$ cat config.mk
export PLATFORM = sky130hd
export DESIGN_NAME = psrf_tally
export DESIGN_NICKNAME = d
export VERILOG_FILES = /design/src/rtl/psrf_pkg.sv /design/src/rtl/psrf_tally.sv
export SDC_FILE = /design/constraint.sdc
export NUM_CORES = 1
export LEC_CHECK = 0
export BUFFER_PORTS_ARGS = -buffer_cell sky130_fd_sc_hd__buf_2
export CAP_MARGIN = 40
export CORE_AREA = 2 2 154 156
export CTS_BUF_LIST = sky130_fd_sc_hd__clkbuf_16
export DETAILED_ROUTE_END_ITERATION = 7
export DIE_AREA = 0 0 156 158
export GPL_TIMING_DRIVEN = 0
export PLACE_DENSITY = 0.76
export SYNTH_ARGS = -nofsm -noshare
export SYNTH_HDL_FRONTEND = slang
export SYNTH_SLANG_ARGS = --single-unit
$ cat constraint.sdc
create_clock -name clock -period 4.9 [get_ports clock]
set_clock_uncertainty 0.1 [all_clocks]
set_input_delay 0.735 -clock clock [delete_from_list [all_inputs] [get_ports clock]]
set_output_delay 0.735 -clock clock [all_outputs]
set_load 0.1 [all_outputs]
$ cat src/rtl/psrf_pkg.sv
`timescale 1ns / 1ps
// Package for the per-source packet rate filter: payload structs, the beat
// that walks the cell chain, outcome codes and a shared helper. No dependencies.
package psrf_pkg;

   localparam int TABLE_ENTRIES = 1024;

   localparam logic [13:0] ETH_HEADER_BYTES = 14'd14;
   localparam logic [13:0] IPV4_MIN_BYTES   = 14'd34;
   localparam logic [15:0] ETHERTYPE_IPV4   = 16'h0800;
   localparam logic [31:0] THRESHOLD_RESET  = 32'd250;

   typedef enum logic [1:0] {
      OUTCOME_NOT_COUNTED = 2'd0,
      OUTCOME_TABLE_FULL  = 2'd1,
      OUTCOME_UNDER       = 2'd2,
      OUTCOME_OVER        = 2'd3
   } outcome_type;

   typedef struct packed {
      logic [13:0] packet_length;
      logic [15:0] ether_type;
      logic [31:0] source_ip;
   } req_type;

   typedef struct packed {
      logic        drop;
      outcome_type outcome;
      logic [31:0] source_count;
      logic [31:0] seen_total;
      logic [31:0] dropped_total;
      logic [31:0] passed_total;
   } rsp_type;

   // One packet on its way down the table
   typedef struct packed {
      logic        valid;
      logic        counted;
      logic        found;
      logic [31:0] key;
      logic [31:0] count;
   } beat_type;

   function automatic logic [31:0] sat_inc(input logic [31:0] value);
      return (value == 32'hFFFF_FFFF) ? value : value + 32'd1;
   endfunction

endpackage

$ cat src/rtl/psrf_tally.sv
`timescale 1ns / 1ps
// Verdict stage at the end of the cell chain: threshold compare, saturating
// totals and the response register. Depends on psrf_pkg.
module psrf_tally (
   input  logic               clock,
   input  logic               reset,
   input  logic               advance,
   input  psrf_pkg::beat_type beat_i,
   input  logic [31:0]        threshold,
   output logic               rsp_valid_o,
   output psrf_pkg::rsp_type  rsp_o
);

   logic              rsp_valid_ff;
   psrf_pkg::rsp_type rsp_ff;
   psrf_pkg::rsp_type rsp_in;
   logic [31:0]       seen_ff;
   logic [31:0]       seen_in;
   logic [31:0]       dropped_ff;
   logic [31:0]       dropped_in;
   logic [31:0]       passed_ff;
   logic [31:0]       passed_in;

   always_comb begin
      seen_in    = seen_ff;
      dropped_in = dropped_ff;
      passed_in  = passed_ff;
      rsp_in.drop         = 1'b0;
      rsp_in.outcome      = psrf_pkg::OUTCOME_NOT_COUNTED;
      rsp_in.source_count = 32'd0;
      if (beat_i.counted) begin
         seen_in = psrf_pkg::sat_inc(seen_ff);
         if (!beat_i.found) begin
            rsp_in.outcome = psrf_pkg::OUTCOME_TABLE_FULL;
         end else if (beat_i.count >= threshold) begin
            dropped_in          = psrf_pkg::sat_inc(dropped_ff);
            rsp_in.drop         = 1'b1;
            rsp_in.outcome      = psrf_pkg::OUTCOME_OVER;
            rsp_in.source_count = beat_i.count;
         end else begin
            passed_in           = psrf_pkg::sat_inc(passed_ff);
            rsp_in.outcome      = psrf_pkg::OUTCOME_UNDER;
            rsp_in.source_count = beat_i.count;
         end
      end
      rsp_in.seen_total    = seen_in;
      rsp_in.dropped_total = dropped_in;
      rsp_in.passed_total  = passed_in;
   end

   always_ff @(posedge clock) begin
      if (reset) begin
         rsp_valid_ff <= 1'b0;
         seen_ff      <= 32'd0;
         dropped_ff   <= 32'd0;
         passed_ff    <= 32'd0;
      end else if (advance) begin
         rsp_valid_ff <= beat_i.valid;
         if (beat_i.valid) begin
            seen_ff    <= seen_in;
            dropped_ff <= dropped_in;
            passed_ff  <= passed_in;
         end
      end
   end

   always_ff @(posedge clock) begin
      if (advance && beat_i.valid) begin
         rsp_ff <= rsp_in;
      end
   end

   assign rsp_valid_o = rsp_valid_ff;
   assign rsp_o       = rsp_ff;

endmodule
==> out/qor.csv <==
stage,metric,value,unit
placement,placed_cells,1597,
sta,slew_headroom,44.97,%
global_routing,grtUsageTotal,22.18,%
setup_path,cp.required,5.06,ns
setup_path,r2r-start,dropped_ff[11],
clock_tree,clk_path_buf_depth,3,
detailed_routing,wl_met3,1.939,mm
yosys,synth_common_cells,"edfxtp_1 (131), nor2_1 (116), dfxtp_1 (97)",
yosys,ys_seq_elements,228,
detailed_routing,drc,0,
detailed_routing,firstDrtPassIters,5,
yosys,synth_enable_flop_cells,131,
setup_path,startpoint,threshold[30],
clock_tree,tritoncts,yes,
yosys,yosys.area_share.xor_xnor,10.11,%
clock_tree,cts_buffers,24,
placement,gp_congestion,0.8688,
detailed_routing,routed.top_layer,met4,
final_layout,nets,1470,
detailed_routing,drt_iter0_drc,516,
yosys,synth-main-ff-cell,edfxtp_1,
yosys,syn_nets,1240,
yosys,synth_top_family_by_area,simple AND/OR/NAND/NOR gates,
final_layout,stdcell_count,1640,
yosys,avgSynthCellArea,10.21,µm²
setup_path,crit_path_end_kind,flop,
yosys,synth.area.mux_share,1.055,%
clock_tree,cts_setup_buffers,0,
yosys,synthArstFlopShare,0,%
sta,fin_crit_sh,70.17,%
placement,dp_hpwl,19.88,mm
yosys,yosys_warnings,0,
power_and_ir_drop,ir_drop,0.2398,mV
detailed_routing,vias,8984,
detailed_routing,wl,27.53,mm
global_routing,grt_max_degree,40,
power_and_ir_drop,power_density,329.4,nW/µm²
yosys,ys_top_cells_by_area,"edfxtp_1 (35%), dfxtp_1 (17%), xor2_1 (5.5%)",
yosys,synth_top_cell_area_share,34.93,%
final_layout,syn_to_final_growth,19.07,%
sta,rsz0062_at_grt,no,
die,coreArea,23050,µm²
die,rows,56,
worst_hold_path,worstHoldStart,rsp_valid_o,
status,outcome,finished clean,
final_layout,n_antenna_cell,0,
detailed_routing,route.met2.wl,13.27,mm
final_layout,fillerInstances,1991,
die,start_util,48.86,%
sta,finalSetupViolations,0,
final_layout,drive_gt1_share,21.56,%
die,die_w,156,µm
clock_tree,htreeDepth,1,
clock_tree,root_buffer,clkbuf_16,
yosys,yosys.area_share.simple,21.76,%
worst_hold_path,hold_path.class,reg2reg,
global_routing,antenna_found_initial,0,
setup_path,crit_path_max_fanout,10,
yosys,netlist_area,11260,µm²
setup_path,critPathLaunchType,input pin,
detailed_routing,wl_met1,11.54,mm
flow_run,maxCapViolCount,0,
setup_path,path_class,in2reg,
placement,io_buffers,201,
clock_tree,hold_buffers,0,
sta,fmax,290.8,MHz
yosys,synth.largest_area_cell,edfxtp_1,
clock_tree,clock_latency,0.52,ns
clock_tree,cts.sinks,228,
yosys,synth_compound_area_share,7.387,%
die,die_h,158,µm
clock_tree,cts_resized,0,
setup_path,arrival,3.59,ns
sta,fin_tns_setup,0,ns
yosys,syn_inst,1103,
sta,slew_viol_final,0,
global_routing,grt_pass1_vias,8736,
clock_tree,clk_pin_slew,0.06,ns
yosys,synth_fa_ha_area_share,3.888,%
yosys,synth_cell_types,55,
global_routing,grt_pass1_wl,44.01,mm
detailed_routing,wl_per_cell,16.78,µm
die,io-pin-count,234,
sta,period_needed,3.438,ns
detailed_routing,vias_per_cell,5.478,
yosys,yosysMostFrequentCell,edfxtp_1,
detailed_routing,ant_nets,0,
yosys,yosysSeqAreaShare,52.17,%
sta,worstMarginPinSlew,0.8148,ns
sta,final_hold_viol_count,0,
power_and_ir_drop,leakage,5.277,nW
die,die_area,24650,µm²
global_routing,gr-total-overflow,0,
[critical path, stage by stage]
cell	delay [ns]
buf_2	0.10
inv_1	0.10
ha_1	0.27
nand4_1	0.16
or4_1	0.22
a21oi_1	0.06
or4b_1	0.61
buf_2	0.26
nor3_1	0.21
clkbuf_1	0.48
nand4_1	0.19
xnor2_1	0.18
[cells in the final DEF (no fill, tap or decap), types with 36 or more instances in the layout]
cell type,synthesis,final
xor2_1,71,71
nor2_1,116,116
nand3_1,45,45
clkbuf_1,36,36
dfxtp_1,97,97
buf_2,12,213
nand2_1,88,88
inv_1,41,47
edfxtp_1,131,131
and3_1,40,40
a21oi_1,56,56
xnor2_1,59,59
[per-stage QoR]
step	worst slack [ns]	hold slack, ns	utilization [%]	area [µm²]	total power [mW]
after CTS	1.436	0.4033	58.18	13410	4.460
after global placement	-0.5450	0.3669	54.81	12640	2.779
after detailed placement	0.8985	0.3878	55.07	12700	2.789
final	1.462	0.3986	58.18	13410	4.418
after floorplan	0.8568	0.3665	-	11270	2.644
after global routing	1.247	0.4164	58.18	13410	4.568
[sequential cells by signal (all words and copies together), names as in the netlist]
name / count
dropped_ff: 32
rsp_o: 131
rsp_valid_o: 1
passed_ff: 32
seen_ff: 32
[cell type report]
cell class                 count  area (µm²)  area share [%]
clock inverter                19       115.1          0.8583
tap                          290       362.8           2.705
multi-input combinational    779        4979           37.12
clock buffer                  24       600.6           4.478
buffer                        55       255.2           1.903
inverter                      41       157.7           1.175
sequential                   228        5876           43.81
timing repair buffer         204        1066           7.948
[path summary, 6_finish.rpt]
path	endpoint	slack, ns	cells after the start
max	rsp_o[18]	1.46	12
min	rsp_valid_o	0.40	2
max reg2reg	dropped_ff[27]	1.56	10
min reg2reg	rsp_valid_o	0.40	2
[power by group]
| part | total, mW | internal [mW] | switching [mW] |
|---|---|---|---|
| Sequential | 2.09 | 2.07 | 0.0145 |
| Combinational | 0.658 | 0.108 | 0.550 |
| Clock | 1.67 | 0.938 | 0.733 |
[kinds of logic after synthesis]
kind of cell,after synthesis
fa+ha+maj,35
simple gates,471
compound gates,132
flops,228
mux,11
xor+xnor,130
buf+inv,96
[routing by layer]
layer  global-route usage [%]  vias to the layer above
met2                    37.88                      301
met3                    4.626                       59
met4                    7.427                        0
li1                         -                     4383
met1                    28.19                     4241
met5                        0                        -
No activity file was read; power rests on OpenSTA's default activity.
