### src/rtl/psrf_pkg.sv
`timescale 1ns / 1ps
// Package for the per-source packet rate filter: payload structs, the beat
// that walks the cell chain, outcome codes and a shared helper. No dependencies.
package psrf_pkg;

   localparam int TABLE_ENTRIES = 1024;

   localparam logic [13:0] ETH_HEADER_BYTES = 14'd14;
   localparam logic [13:0] IPV4_MIN_BYTES   = 14'd34;
   localparam logic [15:0] ETHERTYPE_IPV4   = 16'h0800;
   localparam logic [31:0] THRESHOLD_RESET  = 32'd250;

   typedef enum logic [1:0] {
      OUTCOME_NOT_COUNTED = 2'd0,
      OUTCOME_TABLE_FULL  = 2'd1,
      OUTCOME_UNDER       = 2'd2,
      OUTCOME_OVER        = 2'd3
   } outcome_type;

   typedef struct packed {
      logic [13:0] packet_length;
      logic [15:0] ether_type;
      logic [31:0] source_ip;
   } req_type;

   typedef struct packed {
      logic        drop;
      outcome_type outcome;
      logic [31:0] source_count;
      logic [31:0] seen_total;
      logic [31:0] dropped_total;
      logic [31:0] passed_total;
   } rsp_type;

   // One packet on its way down the table
   typedef struct packed {
      logic        valid;
      logic        counted;
      logic        found;
      logic [31:0] key;
      logic [31:0] count;
   } beat_type;

   function automatic logic [31:0] sat_inc(input logic [31:0] value);
      return (value == 32'hFFFF_FFFF) ? value : value + 32'd1;
   endfunction

endpackage

### src/rtl/psrf_cell.sv
`timescale 1ns / 1ps
// One table entry of the filter: holds a source address and its count, and
// matches or claims for the beat passing through. Depends on psrf_pkg.
module psrf_cell (
   input  logic               clock,
   input  logic               reset,
   input  logic               advance,
   input  psrf_pkg::beat_type beat_i,
   output psrf_pkg::beat_type beat_o,
   output logic               entry_valid_o
);

   logic               valid_ff;
   logic               valid_in;
   logic [31:0]        source_ff;
   logic [31:0]        source_in;
   logic [31:0]        count_ff;
   logic [31:0]        count_in;
   psrf_pkg::beat_type beat_ff;
   psrf_pkg::beat_type beat_in;
   logic               active;
   logic               hit;
   logic               claim;

   always_comb begin
      active    = beat_i.valid && beat_i.counted && !beat_i.found;
      hit       = active && valid_ff && (source_ff == beat_i.key);
      claim     = active && !valid_ff;
      valid_in  = valid_ff;
      source_in = source_ff;
      count_in  = count_ff;
      beat_in   = beat_i;
      if (hit) begin
         count_in      = psrf_pkg::sat_inc(count_ff);
         beat_in.found = 1'b1;
         beat_in.count = count_in;
      end
      // first free entry down the chain takes a new source
      if (claim) begin
         valid_in      = 1'b1;
         source_in     = beat_i.key;
         count_in      = 32'd1;
         beat_in.found = 1'b1;
         beat_in.count = 32'd1;
      end
   end

   // only the valid bits take reset; the data simply follows them
   always_ff @(posedge clock) begin
      if (reset) begin
         valid_ff       <= 1'b0;
         beat_ff.valid  <= 1'b0;
      end else if (advance) begin
         valid_ff       <= valid_in;
         source_ff      <= source_in;
         count_ff       <= count_in;
         beat_ff        <= beat_in;
      end
   end

   assign beat_o        = beat_ff;
   assign entry_valid_o = valid_ff;

endmodule

### config.mk
export PLATFORM = sky130hd
export DESIGN_NAME = psrf_cell
export DESIGN_NICKNAME = d
export VERILOG_FILES = /design/src/rtl/psrf_pkg.sv /design/src/rtl/psrf_cell.sv
export SDC_FILE = /design/constraint.sdc
export NUM_CORES = 1
export LEC_CHECK = 0
export BUFFER_PORTS_ARGS = -buffer_cell sky130_fd_sc_hd__buf_2
export CORE_MARGIN = 4
export CORE_UTILIZATION = 35
export CTS_CLUSTER_SIZE = 10
export DETAILED_ROUTE_END_ITERATION = 8
export GPL_ROUTABILITY_DRIVEN = 0
export SYNTH_ARGS = -nofsm -noshare
export SYNTH_HDL_FRONTEND = slang
export SYNTH_SLANG_ARGS = --single-unit
### constraint.sdc
create_clock -name clock -period 4.75 [get_ports clock]
set_clock_uncertainty 0.15 [all_clocks]
set_input_delay 0.95 -clock clock [delete_from_list [all_inputs] [get_ports clock]]
set_output_delay 0.95 -clock clock [all_outputs]
set_load 0.01 [all_outputs]
==> flow_summary.ini, run 1 <==
[run_status]
status = finished, final reports clean

[detailed_routing]
wl_per_cell_um = 16.39
post-route-drc-count = 0
first_pass_iters = 4
drt_iter0_drc = 267
ant_nets = 0
post_drt_via_cell_ratio = 4.755
vias = 3723
wirelength_mm = 12.84

[timing]
finalSetupViolCount = 0
final_hold_viol_count = 0
worst_pin_slew_ns = 0.6604
finalMaxSlewViolations = 0
fmax_ghz = 0.3078
rsz0062_at_grt = no
timing.final.crit_share_pct = 68.40
slew_headroom_pct = 55.97
min_period_ns = 3.249
fin_ws_ns = 1.501
fin_tns_setup_ns = 0

[cts]
tritoncts = built
ctsResizeCount = 0
holdBufCountCts = 0
h-tree-depth = 4
clock_sinks = 132
clk_pin_slew_ns = 0.06
cts_buffer_depth = 2
clock_latency_ns = 0.42
cts_setup_buffers = 0
numCtsBuffers = 17
cts-root-buf = clkbuf_16

[placed_design]
dpl_worst_slack_ns = 1.095
port_buffers = 137
placed_area_um2 = 6605
numPlacedInstances = 751
hpwl_mm = 9.125

[finish]
post_layout_nonfiller_instances = 783
num-nets-final = 625
syn_to_final_growth_pct = 27.75
drive_gt1_share_pct = 33.16
fin_area_um2 = 7218
n_antenna_cell = 0

[critical_path]
cp.arrival_ns = 3.16
cp-end-kind = flip-flop
cp_data_required_time_ns = 4.66
crit_path_start = beat_i[56]
endpoint = count_ff[22]
reg2reg_to = count_ff[22]
reg2reg_from = source_ff[7]
startpoint_type = input pin
rrSetupSlack_ns = 1.78
ff2ff_path_depth = 6
cp_max_fo = 32
crit_type = in -> reg

[grt]
overflow = 0
grt_usage_pct = 14.64
grt_max_degree = 44
grt_pass1_vias = 3843
antenna_found_initial = 0
grt_pass1_wl_mm = 20.50

[power]
clock_power_share_pct = 47.8
p_switching_uw = 593.7
p_seq_share_pct = 46.8
leakagePower_nw = 2.711
combPwrFrac_pct = 5.5
swShare_pct = 20.78
irDropWorstVdd_v = 0.0002318
power.internal_mw = 2.263
power_density_nw_per_um2 = 395.8

[synth]
synthArstFlopShare_pct = 0
synthDistinctLibCells = 39
synth_seq_cells = 132
netlist_area_um2 = 5650
synth_edf_count = 130
yosysWarnings = 0
yosysSeqAreaShare_pct = 69.80
syn_inst = 407
syn-num-nets = 478
synth_area_per_cell_um2 = 13.88
ys.flop_type = edfxtp_1

[hold_path]
hp-class = reg -> reg
holdPathStages = 2

[floorplan]
dieWidth_um = 135.1
die_area_um2 = 18240
core_area_um2 = 15830
rows = 46
io_pins = 138
start_util_pct = 35.70
die_y_um = 135.1

[run]
max_cap_violations = 0
## synthesized netlist by cell type (3+ instances only)
master | count | share of area (%)
nand4_1 | 11 | 1.2
nor3_1 | 6 | 0.53
xnor2_1 | 11 | 1.7
xor2_1 | 50 | 7.8
nand3b_1 | 3 | 0.40
inv_1 | 4 | 0.27
and4_1 | 5 | 0.77
and3_1 | 6 | 0.66
buf_2 | 7 | 0.62
nand2_1 | 13 | 0.86
nand3_1 | 42 | 3.7
mux2i_1 | 3 | 0.53
o21ai_0 | 21 | 1.9
nand3_2 | 3 | 0.53
clkbuf_1 | 5 | 0.33
o21ai_1 | 7 | 0.62
nor4_1 | 11 | 1.2
edfxtp_1 | 130 | 69
nor2_1 | 44 | 2.9
## per-stage QoR
| stage | total power [mW] | utilization (%) | hold WS [ns] |
|---|---|---|---|
| 2_1_floorplan | 1.431 | - | 0.3779 |
| 3_3_place_gp | 1.517 | 41.73 | 0.3239 |
| 3_5_place_dp | 1.521 | 41.73 | 0.3392 |
| 4_1_cts | 2.893 | 45.60 | 0.3599 |
| 5_1_grt | 2.961 | 45.60 | 0.3739 |
| 6_report | 2.857 | 45.60 | 0.3518 |
## power groups by stage
stage / Combinational (mW) / Clock (mW) / Sequential [mW]
after CTS: 0.161 / 1.40 / 1.34
after global routing: 0.175 / 1.45 / 1.34
after global placement: 0.157 / 0 / 1.36
final: 0.157 / 1.36 / 1.34
after floorplan: 0.0508 / 0 / 1.38
after detailed placement: 0.161 / 0 / 1.36
## cell usage in the layout (no fill, tap or decap), drive strengths merged, types with 4 or more instances in the layout
| cell | count |
|---|---|
| buf | 144 |
| edfxtp | 130 |
| xor2 | 50 |
| nand3 | 46 |
| nor2 | 44 |
| o21ai | 29 |
| clkbuf | 18 |
| nand2 | 13 |
| nor4 | 13 |
| xnor2 | 12 |
| nand4 | 11 |
| and3 | 7 |
| nor3 | 6 |
| inv | 6 |
| clkinv | 6 |
| and4 | 5 |
| bufinv | 4 |
## worst min path at each step
stage	endpoint	slack, ns	start
global route	beat_o[66]	0.37	beat_o[66]
detailed placement	beat_o[66]	0.34	beat_o[66]
finish	beat_o[66]	0.35	beat_o[66]
floorplan	beat_o[66]	0.38	beat_o[66]
global placement	beat_o[66]	0.32	beat_o[66]
CTS	beat_o[66]	0.36	beat_o[66]
## layout make-up
class,count,area (µm²)
clock buffers,18,429.2
clock inverters,14,183.9
fillers,1462,8610
inverters,4,15.01
multi-input cells,255,1638
flip-flops and latches,132,3944
well taps,216,270.3
repair buffers,144,738.2
## logic make-up after synthesis
family          after synthesis  share of synthesized area (%)
compound gates               35                          3.344
xor+xnor                     62                          9.743
fa+ha+maj                     1                         0.2214
buf+inv                      20                          1.528
flops                       132                          69.80
mux                           3                         0.5315
simple gates                154                          14.84
## worst max-delay path, cell delays in order
cell	delay [ns]
buf_2	0.12
xor2_1	0.15
nor4_1	0.40
nand3_1	0.22
or3_2	0.68
a21oi_4	0.20
buf_4	0.41
## registers in the layout, summed over array words and instances, names as in the netlist
signal and flops:
source_ff 32, beat_o 67, entry_valid_o 1, count_ff 32
## per-layer routing
| metal | track usage, % | wire length [µm] | part of all wire (%) |
|---|---|---|---|
| met1 | 18.75 | 5805 | 45 |
| met2 | 23.32 | 6181 | 48 |
| met3 | 4.173 | 599 | 4.7 |
| met4 | 6.383 | 248 | 1.9 |
| met5 | 0 | 0 | 0 |
Note: power is estimated with default switching activity, not from simulation.
==> run 2, diff against run 1 <==
- clock period: 4.75 -> 2.81 ns (I/O delays scaled with it)
==> flow_summary.ini, run 2 (synthesis gave the netlist of run 1 again) <==
[grt]
grt_pass1_vias = 3914
antenna_found_initial = 0
grt_usage_pct = 14.27
overflow = 0
grt_max_degree = 61
grt_pass1_wl_mm = 20.24

[critical_path]
crit_type = reg -> reg
max_stage_delay_ns = 0.59
crit_family = simple AND/OR/NAND/NOR gates
startpoint_type = flip-flop
reg2reg_from = source_ff[12]
cp-end-kind = flip-flop
rrSetupSlack_ns = 0.28
cp_data_required_time_ns = 2.76
critPathBufInv = 1
cp_max_fo = 32
crit_path_start = source_ff[12]
cp.arrival_ns = 2.48
slowest_stage = or3_2
critical_path.cell_chain = xor2_1 > nor4_1 > nand3_1 > or3_2 > a21oi_4 > buf_12

[power]
power_density_nw_per_um2 = 633.0
irDropWorstVdd_v = 0.0003903
leakagePower_nw = 2.749

[hold_path]
hold_start = reset
hp-class = in -> reg

[detailed_routing]
drt_iter0_drc = 197
post-route-drc-count = 0
wirelength_mm = 12.65
wl_per_cell_um = 15.95
vias = 3763
first_pass_iters = 5
ant_nets = 0
post_drt_via_cell_ratio = 4.745

[finish]
n_antenna_cell = 0
post_layout_nonfiller_instances = 793
drive_gt1_share_pct = 34.14
layout_commonest_cell = buf_2
largest_reg_flops = 67
num-nets-final = 636
fin_area_um2 = 7259
fillCellCount = 1454
layout_common_cells = buf_2 (137), edfxtp_1 (130), xor2_1 (50)
syn_to_final_growth_pct = 28.48

[cts]
ctsResizeCount = 0
clock_latency_ns = 0.41
cts-root-buf = clkbuf_16
holdBufCountCts = 0
h-tree-depth = 4
clk_pin_slew_ns = 0.05
cts_buffer_depth = 2
tritoncts = built
clock_sinks = 132
cts_setup_buffers = 0
numCtsBuffers = 17

[timing]
final_hold_viol_count = 0
fmax_ghz = 0.3947
finalSetupViolCount = 0
slew_headroom_pct = 66.22
rsz0062_at_grt = no
worst_pin_slew_ns = 0.5020
timing.final.crit_share_pct = 90.17
min_period_ns = 2.534
finalMaxSlewViolations = 0
fin_ws_ns = 0.2761

[run_status]
status = finished, final reports clean

[floorplan]
start_util_pct = 35.70
die_area_um2 = 18240
io_pins = 138
core_area_um2 = 15830
dieWidth_um = 135.1
die_y_um = 135.1
rows = 46

[placed_design]
placed_area_um2 = 6713
port_buffers = 137
numPlacedInstances = 762
dpl_worst_slack_ns = -0.05057
hpwl_mm = 8.879

[run]
max_cap_violations = 0
run 2: cell type report:
cell class | count | area, µm² | share of cell area [%]
multi-input cells | 255 | 1638 | 22.56
clock buffers | 18 | 429.2 | 5.912
repair buffers | 155 | 845.8 | 11.65
flip-flops and latches | 132 | 3944 | 54.33
clock inverters | 13 | 117.6 | 1.620
well taps | 216 | 270.3 | 3.723
inverters | 4 | 15.01 | 0.2068
run 2: worst reg2reg max path: stages (launching register included):
cell	delay, ns
edfxtp_1	0.39
xor2_1	0.15
nor4_1	0.34
nand3_1	0.18
or3_2	0.59
a21oi_4	0.18
buf_12	0.22
run 2: through the flow:
step | power [mW] | hold slack [ns] | setup TNS, ns | util (%)
finish | 4.595 | 0.1893 | 0 | 45.87
global route | 4.770 | 0.1868 | 0 | 45.87
CTS | 4.660 | 0.1683 | 0 | 45.87
detailed placement | 2.577 | 0.3306 | -1.701 | 42.41
global placement | 2.568 | 0.3218 | -1.523 | 42.41
floorplan | 2.420 | 0.3779 | -1.306 | -
run 2: worst paths after layout:
path / cells after the start / to
worst max-delay path: 6 / count_ff[30]
worst min register to register: 2 / beat_o[66]
worst max register to register: 6 / count_ff[30]
worst min-delay path: 2 / beat_o[66]
run 2: report_power, final:
| part | internal (mW) | switching [mW] | total [mW] |
|---|---|---|---|
| combinational | 0.114 | 0.156 | 0.270 |
| clock | 1.28 | 0.785 | 2.06 |
| sequential | 2.24 | 0.0204 | 2.26 |
run 2: routing by layer:
| metal | GRT usage [%] | part of all wire, % | up-vias | routed length, µm |
|---|---|---|---|---|
| li1 | - | - | 1835 | - |
| met1 | 18.94 | 45 | 1813 | 5739 |
| met2 | 22.62 | 48 | 104 | 6094 |
| met3 | 3.689 | 5.2 | 11 | 655 |
| met4 | 5.487 | 1.3 | 0 | 159 |
| met5 | 0 | 0 | - | 0 |
==> run 3, diff against run 2 <==
- REMOVE_ABC_BUFFERS: default -> 1
==> flow_summary.ini, run 3 (synthesis gave the netlist of run 1 again) <==
[run_status]
status = finished, final reports clean

[finish]
largest_reg_flops = 67
syn_to_final_growth_pct = 30.60
drive_gt1_share_pct = 36.05
n_antenna_cell = 0
layout_common_cells = buf_2 (137), edfxtp_1 (130), xor2_1 (50)
num-nets-final = 646
layout_commonest_cell = buf_2
fin_util_pct = 46.62
post_layout_nonfiller_instances = 804

[detailed_routing]
top_layer = met4
ant_nets = 0
drt_iter0_drc = 254
wirelength_mm = 13.00
post_drt_via_cell_ratio = 4.779
wl_met3_um = 803
wl_met2_mm = 6.209
vias = 3842
first_pass_iters = 4
met1_length_mm = 5.792
wl_per_cell_um = 16.17
post-route-drc-count = 0

[timing]
finalSetupViolCount = 0
finalMaxSlewViolations = 0
rsz0062_at_grt = no
fmax_ghz = 0.3819
fin_ws_ns = 0.1912
slew_headroom_pct = 67.73
final_hold_viol_count = 0
timing.final.crit_share_pct = 93.19
worst_pin_slew_ns = 0.4797
hold_slack_ns = 0.2026
min_period_ns = 2.619

[run]
max_cap_violations = 0

[critical_path]
cp_max_fo = 32
ff2ff_path_depth = 7
crit_path_start = source_ff[1]
cp_data_required_time_ns = 2.77
startpoint_type = flip-flop
cp.arrival_ns = 2.58
reg2reg_from = source_ff[1]
crit_type = reg -> reg
crit_family = simple AND/OR/NAND/NOR gates
cp-end-kind = flip-flop
max_stage_delay_ns = 0.61
critical_path.cell_chain = xor2_1 > nor4_1 > buf_4 > nand3_1 > or3_2 > a21oi_4 > buf_12
cp.depth = 7
critPathBufInv = 2
slowest_stage = or3_2

[cts]
tritoncts = built
cts-root-buf = clkbuf_16
numCtsBuffers = 17
cts_buffer_depth = 2
clk_pin_slew_ns = 0.06
holdBufCountCts = 0
h-tree-depth = 4
clock_latency_ns = 0.42
clock_sinks = 132
ctsResizeCount = 0
cts_setup_buffers = 0

[hold_path]
hold_start = beat_i[65]
holdPathStages = 1
hp-class = in -> reg

[floorplan]
die_y_um = 135.1
core_area_um2 = 15830
die_area_um2 = 18240
io_pins = 138
rows = 46
start_util_pct = 35.70
dieWidth_um = 135.1

[grt]
grt_pass1_vias = 3909
grt_pass1_wl_mm = 20.40
antenna_found_initial = 0
grt_max_degree = 44
grt_usage_pct = 14.60
overflow = 0

[placed_design]
hpwl_mm = 9.253
port_buffers = 137
numPlacedInstances = 772
dpl_worst_slack_ns = -0.1959

[power]
total_power_mw = 4.686
leakagePower_nw = 2.805
power_density_nw_per_um2 = 635.0
irDropWorstVdd_v = 0.0004109
[run 3: cell types whose count changed in the layout (fill, tap and decap cells not counted), sizes merged]
| cell | before | now |
|---|---|---|
| bufinv | 2 | 1 |
| clkinvlp | 1 | 2 |
| inv | 4 | 12 |
| clkinv | 10 | 3 |
| buf | 155 | 165 |
[run 3: final timing paths]
check,endpoint,slack (ns)
max reg2reg,count_ff[3],0.19
min reg2reg,beat_o[66],0.36
min,beat_o[65],0.20
max,count_ff[3],0.19
[run 3: worst register-to-register path, delay by kind of cell (launching register included)]
| kind | cells | cell delay (ns) |
|---|---|---|
| simple gates | 3 | 1.02 |
| flops | 1 | 0.38 |
| buf+inv | 2 | 0.38 |
| compound gates | 1 | 0.20 |
| xor+xnor | 1 | 0.15 |
[run 3: final cells by class]
class,count,area (µm²)
flip-flops and latches,132,3944
multi-input cells,255,1644
fillers,1427,8448
clock inverters,14,143.9
repair buffers,165,933.4
well taps,216,270.3
clock buffers,18,429.2
inverters,4,15.01
[run 3: metal layers]
metal	GRT usage, %	vias up
li1	-	1868
met1	18.46	1834
met2	23.99	126
met3	4.285	14
met4	5.207	0
met5	0	-
[run 3: power breakdown]
group	switching [mW]	internal, mW
Sequential	0.0219	2.24
Clock	0.898	1.25
Combinational	0.159	0.124
Total	1.08	3.61
[run 3: per-stage QoR]
stage	setup TNS, ns	cell area (µm²)
6_report	0	7380
5_1_grt	0	7380
4_1_cts	0	7373
3_5_place_dp	-9.287	6800
3_3_place_gp	-8.500	6800
2_1_floorplan	-69.19	5579
